**config.mk**
```make
export PLATFORM = sky130hd
export DESIGN_NAME = kab_ctrl
export DESIGN_NICKNAME = d
export VERILOG_FILES = /design/src/hdl/kab_pkg.sv /design/src/hdl/kab_ctrl.sv
export SDC_FILE = /design/constraint.sdc
export NUM_CORES = 1
export LEC_CHECK = 0
export ABC_CLOCK_PERIOD_IN_PS = 1500
export BUFFER_PORTS_ARGS = -buffer_cell sky130_fd_sc_hd__buf_2
export CAP_MARGIN = 20
export CORE_AREA = 2 2 39 41
export DETAILED_ROUTE_END_ITERATION = 7
export DIE_AREA = 0 0 41 43
export PLACE_DENSITY = 0.58
export SYNTH_ARGS = -nofsm -noshare
export SYNTH_HDL_FRONTEND = slang
export SYNTH_SLANG_ARGS = --single-unit
export TNS_END_PERCENT = 10
```
**constraint.sdc**
```tcl
create_clock -name clk -period 1.5 [get_ports clk]
set_input_delay 0.15 -clock clk [delete_from_list [all_inputs] [get_ports clk]]
set_output_delay 0.15 -clock clk [all_outputs]
set_load 0.03 [all_outputs]
```
**src/hdl/kab_pkg.sv**
```systemverilog
// Shared types and constants for the k-th ancestor block.
`timescale 1ns / 1ps
package kab_pkg;

  localparam int CMD_W = 2;
  localparam int ID_W = 10;
  localparam int K_W = 10;

  localparam int NODES_DEF = 1024;
  localparam int LEVELS_DEF = 10;

  localparam logic [CMD_W-1:0] CMD_LOAD = 2'd0;
  localparam logic [CMD_W-1:0] CMD_BUILD = 2'd1;
  localparam logic [CMD_W-1:0] CMD_QUERY = 2'd2;

  typedef struct packed {
    logic valid;
    logic [ID_W-1:0] id;
  } entry_t;

  typedef enum logic [2:0] {
    S_CLR,
    S_IDLE,
    S_BRD0,
    S_BRD1,
    S_BWR,
    S_QRD,
    S_QAP,
    S_QOUT
  } state_t;

  typedef struct packed {
    logic clr_step;
    logic load_wr;
    logic bld_start;
    logic bld_rd_self;
    logic bld_rd_mid;
    logic bld_wr;
    logic q_start;
    logic q_rd;
    logic q_apply;
    logic out_load;
  } ctrl_t;

  typedef struct packed {
    logic clr_last;
    logic bld_skip;
    logic bld_last;
    logic q_more;
  } stat_t;

endpackage

```
**src/hdl/kab_ctrl.sv**
```systemverilog
// Controller state machine for the k-th ancestor block.
`timescale 1ns / 1ps
module kab_ctrl (
  input  logic                        clk,
  input  logic                        rst,
  input  logic                        in_valid,
  output logic                        in_ready,
  input  logic [kab_pkg::CMD_W-1:0]   cmd,
  output logic                        out_valid,
  input  logic                        out_ready,
  input  kab_pkg::stat_t              stat,
  output kab_pkg::ctrl_t              ctrl
);
  import kab_pkg::*;

  state_t state;
  state_t state_next;
  logic   take;
  logic   out_free;

  assign take = in_valid && in_ready;
  assign out_free = !out_valid || out_ready;

  always_ff @(posedge clk) begin
    if (rst) begin
      state <= S_CLR;
    end else begin
      state <= state_next;
    end
  end

  always_comb begin
    state_next = state;
    case (state)
      S_CLR: begin
        if (stat.clr_last) begin
          state_next = S_IDLE;
        end
      end
      S_IDLE: begin
        if (in_valid) begin
          case (cmd)
            CMD_BUILD: begin
              if (!stat.bld_skip) begin
                state_next = S_BRD0;
              end
            end
            CMD_QUERY: state_next = S_QRD;
            default: state_next = S_IDLE;
          endcase
        end
      end
      S_BRD0: state_next = S_BRD1;
      S_BRD1: state_next = S_BWR;
      S_BWR: begin
        state_next = stat.bld_last ? S_IDLE : S_BRD0;
      end
      S_QRD: begin
        state_next = stat.q_more ? S_QAP : S_QOUT;
      end
      S_QAP: state_next = S_QRD;
      S_QOUT: begin
        if (out_free) begin
          state_next = S_IDLE;
        end
      end
      default: state_next = S_CLR;
    endcase
  end

  always_comb begin
    ctrl = '0;
    in_ready = 1'b0;
    case (state)
      S_CLR: ctrl.clr_step = 1'b1;
      S_IDLE: begin
        in_ready = 1'b1;
        ctrl.load_wr = take && (cmd == CMD_LOAD);
        ctrl.bld_start = take && (cmd == CMD_BUILD);
        ctrl.q_start = take && (cmd == CMD_QUERY);
      end
      S_BRD0: ctrl.bld_rd_self = 1'b1;
      S_BRD1: ctrl.bld_rd_mid = 1'b1;
      S_BWR: ctrl.bld_wr = 1'b1;
      S_QRD: ctrl.q_rd = stat.q_more;
      S_QAP: ctrl.q_apply = 1'b1;
      S_QOUT: ctrl.out_load = out_free;
      default: ctrl = '0;
    endcase
  end

  always_ff @(posedge clk) begin
    if (rst) begin
      out_valid <= 1'b0;
    end else if (ctrl.out_load) begin
      out_valid <= 1'b1;
    end else if (out_ready) begin
      out_valid <= 1'b0;
    end
  end

  a_out_slot_free: assert property (@(posedge clk) disable iff (rst)
    ctrl.out_load |-> (!out_valid || out_ready))
    else $error("result loaded over an item not yet taken");

  a_query_blocks: assert property (@(posedge clk) disable iff (rst)
    (in_valid && in_ready && cmd == CMD_QUERY) |=> !in_ready)
    else $error("new item taken while a query is in progress");

  a_build_no_output: assert property (@(posedge clk) disable iff (rst)
    (state == S_BWR) |-> !ctrl.out_load)
    else $error("result produced during table build");

endmodule

```
Word level (Yosys, flattened, before mapping)
Cells that the tools add are included.
{"block": "word_totals", "mem_bits_ro": 0, "output_inout_bits": 12, "latchBits": 0, "ramBits": 0, "memories": 0, "reg_bits": 4}
{"block": "op_classes", "n_reduce_logical": 10, "div_mod_pow": 0, "shift": 0, "bitwise_logic": 0, "n_lt_le_gt_ge": 0, "n_mul": 0, "n_mux": 20, "eq_ne": 13, "addsub": 0}
{"cell": "one-hot mux 3 bit (8 select lines)", "count": 1}
{"cell": "equality test 3 bit, second input constant", "count": 4}
{"cell": "two-way mux 1 bit", "count": 12}
{"cell": "two-way mux 3 bit", "count": 4}
{"cell": "equality test 3 x 2 -> 1 bit, second input constant", "count": 2}
{"cell": "!= test 2 bit, second input constant", "count": 3}
{"cell": "one-hot mux 3 bit (2 select lines)", "count": 1}
{"cell": "logical AND 1 bit", "count": 4}
{"cell": "two-way mux 2 bit", "count": 2}
{"cell": "AND reduction 4 bit", "count": 1}
{"cell": "equality test 3 x 1 -> 1 bit, second input constant", "count": 1}
{"cell": "zero test 3 bit", "count": 1}
{"cell": "!= test 3 bit, second input constant", "count": 1}
{"cell": "equality test 2 x 1 -> 1 bit, second input constant", "count": 1}
{"cell": "equality test 2 bit, second input constant", "count": 1}
{"cell": "zero test 2 bit", "count": 1}
{"cell": "nonzero test 2 bit", "count": 1}
{"cell": "zero test 1 bit", "count": 1}
{"cell": "logical OR 1 bit", "count": 1}

Longest topological paths before layout
{"block": "logic_depth", "ltp_word": 5, "depth_mapped": 5}

Worst setup path after synthesis
OpenSTA, ideal clock, no wires.
{"block": "synth_timing", "path_type": "flip-flop to output port", "from": "reg state[1]", "to": "out ctrl[3] (netlist name)", "t_arrival_ns": 1.634, "stages_incl_launch_ff": 5, "setup_slack_ns": -0.284, "path_cell_list": "dfxtp_1 buf_6 nor3b_4 nand2_1 nor3_1"}
{"item": "from (decl)", "line": "kab_ctrl.sv:16", "text": "state_t state;"}
{"item": "from (signal assigned)", "line": "kab_ctrl.sv:28", "text": "state <= state_next;"}
{"item": "to (decl)", "line": "kab_ctrl.sv:12", "text": "output kab_pkg::ctrl_t ctrl"}

==> impl_metrics.csv <==
group,metric,value,unit
run_status,status,"completed",
floorplan,start_util,26.76,%
drt,wire_per_inst,11.03,µm
synthesis,synthTopCellsByArea,"dfxtp_1 22%, nor3_1 8.1%, nor3b_4 5.1%",
grt,grt_pass1_vias,381,
worst_setup_path,start_kind,"flop",
clock_network,clkTransAtPathRegs,0.03,ns
sta,min_period_over_period,92.57,%
clock_network,cts_buffers,3,
placed_design,dp_cells,83,
worst_setup_path,required,1.35,ns
synthesis,syn-num-nets,57,
grt,grt_max_degree,11,
synthesis,yosysSeqAreaShare,21.62,%
placed_design,io_buffer_count,21,
synthesis,ys_ff_latch,4,
grt,antenna_found_initial,0,
synthesis,async_flop_share,0,%
power,finalPower,0.3720,mW
worst_setup_path,end_kind,"primary output",
sta,maxSlewHeadroom,73.40,%
grt,gr-total-overflow,0,
power,p_leak,0.2581,nW
floorplan,io_pins,22,
grt,grt_usage,12.44,%
grt,use_met3,3.141,%
floorplan,die_w,41,µm
sta,finalHoldViolCount,0,
grt,grt_pass1_wl,1.435,mm
placed_design,placed_area,504.2,µm²
sta,fin_ws,0.1114,ns
finish,antenna_cells,0,
synthesis,synth.distinct_cells,29,
drt,via_count,449,
drt,drt_first_pass_iters,4,
finish,stdcell_count,87,
clock_network,numClockSinks,4,
sta,min_period,1.389,ns
synthesis,synthFlopType,"dfxtp_1",
clock_network,ctsHtreeMaxLevel,1,
synthesis,yosys.area.top_type,"dfxtp_1",
synthesis,ys.warnings.count,0,
floorplan,core-area,0.001384,mm²
finish,drive_gt1_share,57.75,%
min_path,hold_path.class,"input pin to flop",
sta,finalSetupViolations,0,
synthesis,netlist_area,370.4,µm²
worst_setup_path,r2r_slack,0.16,ns
sta,max_freq,0.7202,GHz
sta,skew,0.004197,ns
power,ir_drop,0.2284,mV
worst_setup_path,critPathKind,"flop to primary output",
drt,ant_nets,0,
placed_design,gp_congestion,0.7691,
drt,drc,0,
grt,grt_use_met1,13.14,%
run,cap_viol_max_count,0,
power,powerDensity,686.7,mW/mm²
sta,finalMaxSlewViolations,0,
drt,drt_iter0_markers,4,
clock_network,clock_latency,0.24,ns
placed_design,hpwl,765.9,µm
finish,syn_to_final_growth,46.28,%
floorplan,rows,14,
finish,final_nets,83,
synthesis,syn-mean-instance-area,7.880,µm²
drt,wl,960,µm
clock_network,cts_tree,"built",
finish,fin_area,541.8,µm²
grt,grt_util_met2,19.38,%
sta,worst_pin_slew,0.3982,ns
placed_design,dpl_worst_slack,0.1656,ns
clock_network,cts_root_buf,"clkbuf_4",
drt,vias_per_cell,5.161,
synthesis,synth_top_area_share,21.62,%
worst_setup_path,cp_max_fo,8,
synthesis,synth_edf_count,0,
grt,top_usage_layer,"met2",
floorplan,dieArea,0.001763,mm²
worst_setup_path,crit_arrival,1.24,ns
floorplan,die_h,43,µm
synthesis,syn_inst,47,
clock_network,clock_path_buffers,2,
sta,rsz0062_at_grt,"false",
sequential cells by signal (all words and copies together), names as in the netlist:
register	cells
out_valid	1
state	3
power by group:
part	total (mW)	internal, mW	switching (mW)
clock	0.135	0.0896	0.0458
sequential	0.117	0.111	0.00566
combinational	0.120	0.0467	0.0728
total	0.372	0.248	0.124
stage by stage:
stage	TNS [ns]	utilization (%)	hold WS (ns)
2_1_floorplan	-0.1305	-	0.2191
3_3_place_gp	0	36.44	0.3877
3_5_place_dp	0	36.44	0.3876
4_1_cts	0	38.70	0.1421
5_1_grt	0	39.15	0.1678
6_report	0	39.15	0.1425
area by class of cell:
type | count | area, µm²
clock buffers | 3 | 22.52
fillers | 147 | 842.1
inverters | 3 | 11.26
multi-input cells | 37 | 275.3
flip-flops and latches | 4 | 82.58
well taps | 16 | 20.02
repair buffers | 24 | 130.1
logic make-up after synthesis:
group	Yosys count	synth area share, %
buffers and inverters	6	8.783
DFF	4	21.62
AOI/OAI and AO/OA	14	28.04
and+or+nand+nor	23	41.55
repair_timing:
| item | 4_1_cts | 5_1_grt |
|---|---|---|
| pin swaps | 1 | 1 |
| gates resized for setup | 1 | 3 |
| hold buffers | 0 | 0 |
| endpoints found under the setup margin | 7 | 2 |
| buffers inserted | 1 | 0 |
worst max-delay path: stages (launching register included):
cell and delay, ns:
dfxtp_2 0.36, nor3b_4 0.24, nand2_2 0.10, nor3_2 0.10, clkbuf_4 0.21
synth_stat cells (2+ instances only):
cell type / n
a21oi_1: 3
and3_2: 2
buf_2: 2
dfxtp_1: 4
inv_1: 2
nand2_1: 3
nand2b_1: 2
nor2b_1: 2
nor3_1: 6
o21ai_0: 2
cells in the final DEF (no fill, tap or decap):
cell	synthesis	routed
o31ai_1	1	1
nand3_1	1	1
nor3_1	6	3
nor4_1	1	1
a21oi_1	3	3
and3_2	2	2
dfxtp_1	4	2
a22o_1	1	1
o21ai_2	1	1
dfxtp_2	0	2
inv_1	2	2
a311oi_1	1	1
o21ai_0	2	2
and4b_4	1	1
o41ai_2	1	1
o32ai_1	1	1
buf_2	2	20
clkbuf_4	0	4
a211o_1	1	1
nor2b_1	2	2
o21ai_1	1	1
inv_2	1	1
nand2_1	3	2
nor2_1	1	1
a31oi_1	1	1
nand3_2	1	1
buf_4	0	3
nor3_2	0	3
and3_1	1	1
nand2_2	0	1
and4_1	1	1
nor3b_4	1	1
nand2b_1	2	2
per-layer routing:
metal | up-vias | part of all wire [%]
li1 | 234 | -
met1 | 201 | 45
met2 | 12 | 49
met3 | 2 | 4.0
met4 | 0 | 2.0
met5 | - | 0
path summary, 6_finish.rpt:
check	start	end	cells past startpoint
max	state[2]$_SDFFE_PP0P_	ctrl[8]	4
min	rst	out_valid$_SDFFE_PP0P_	2
max reg2reg	state[1]$_SDFFE_PP0P_	state[2]$_SDFFE_PP0P_	5
min reg2reg	out_valid$_SDFFE_PP0P_	out_valid$_SDFFE_PP0P_	2
Note: power is estimated with default switching activity, not from simulation.
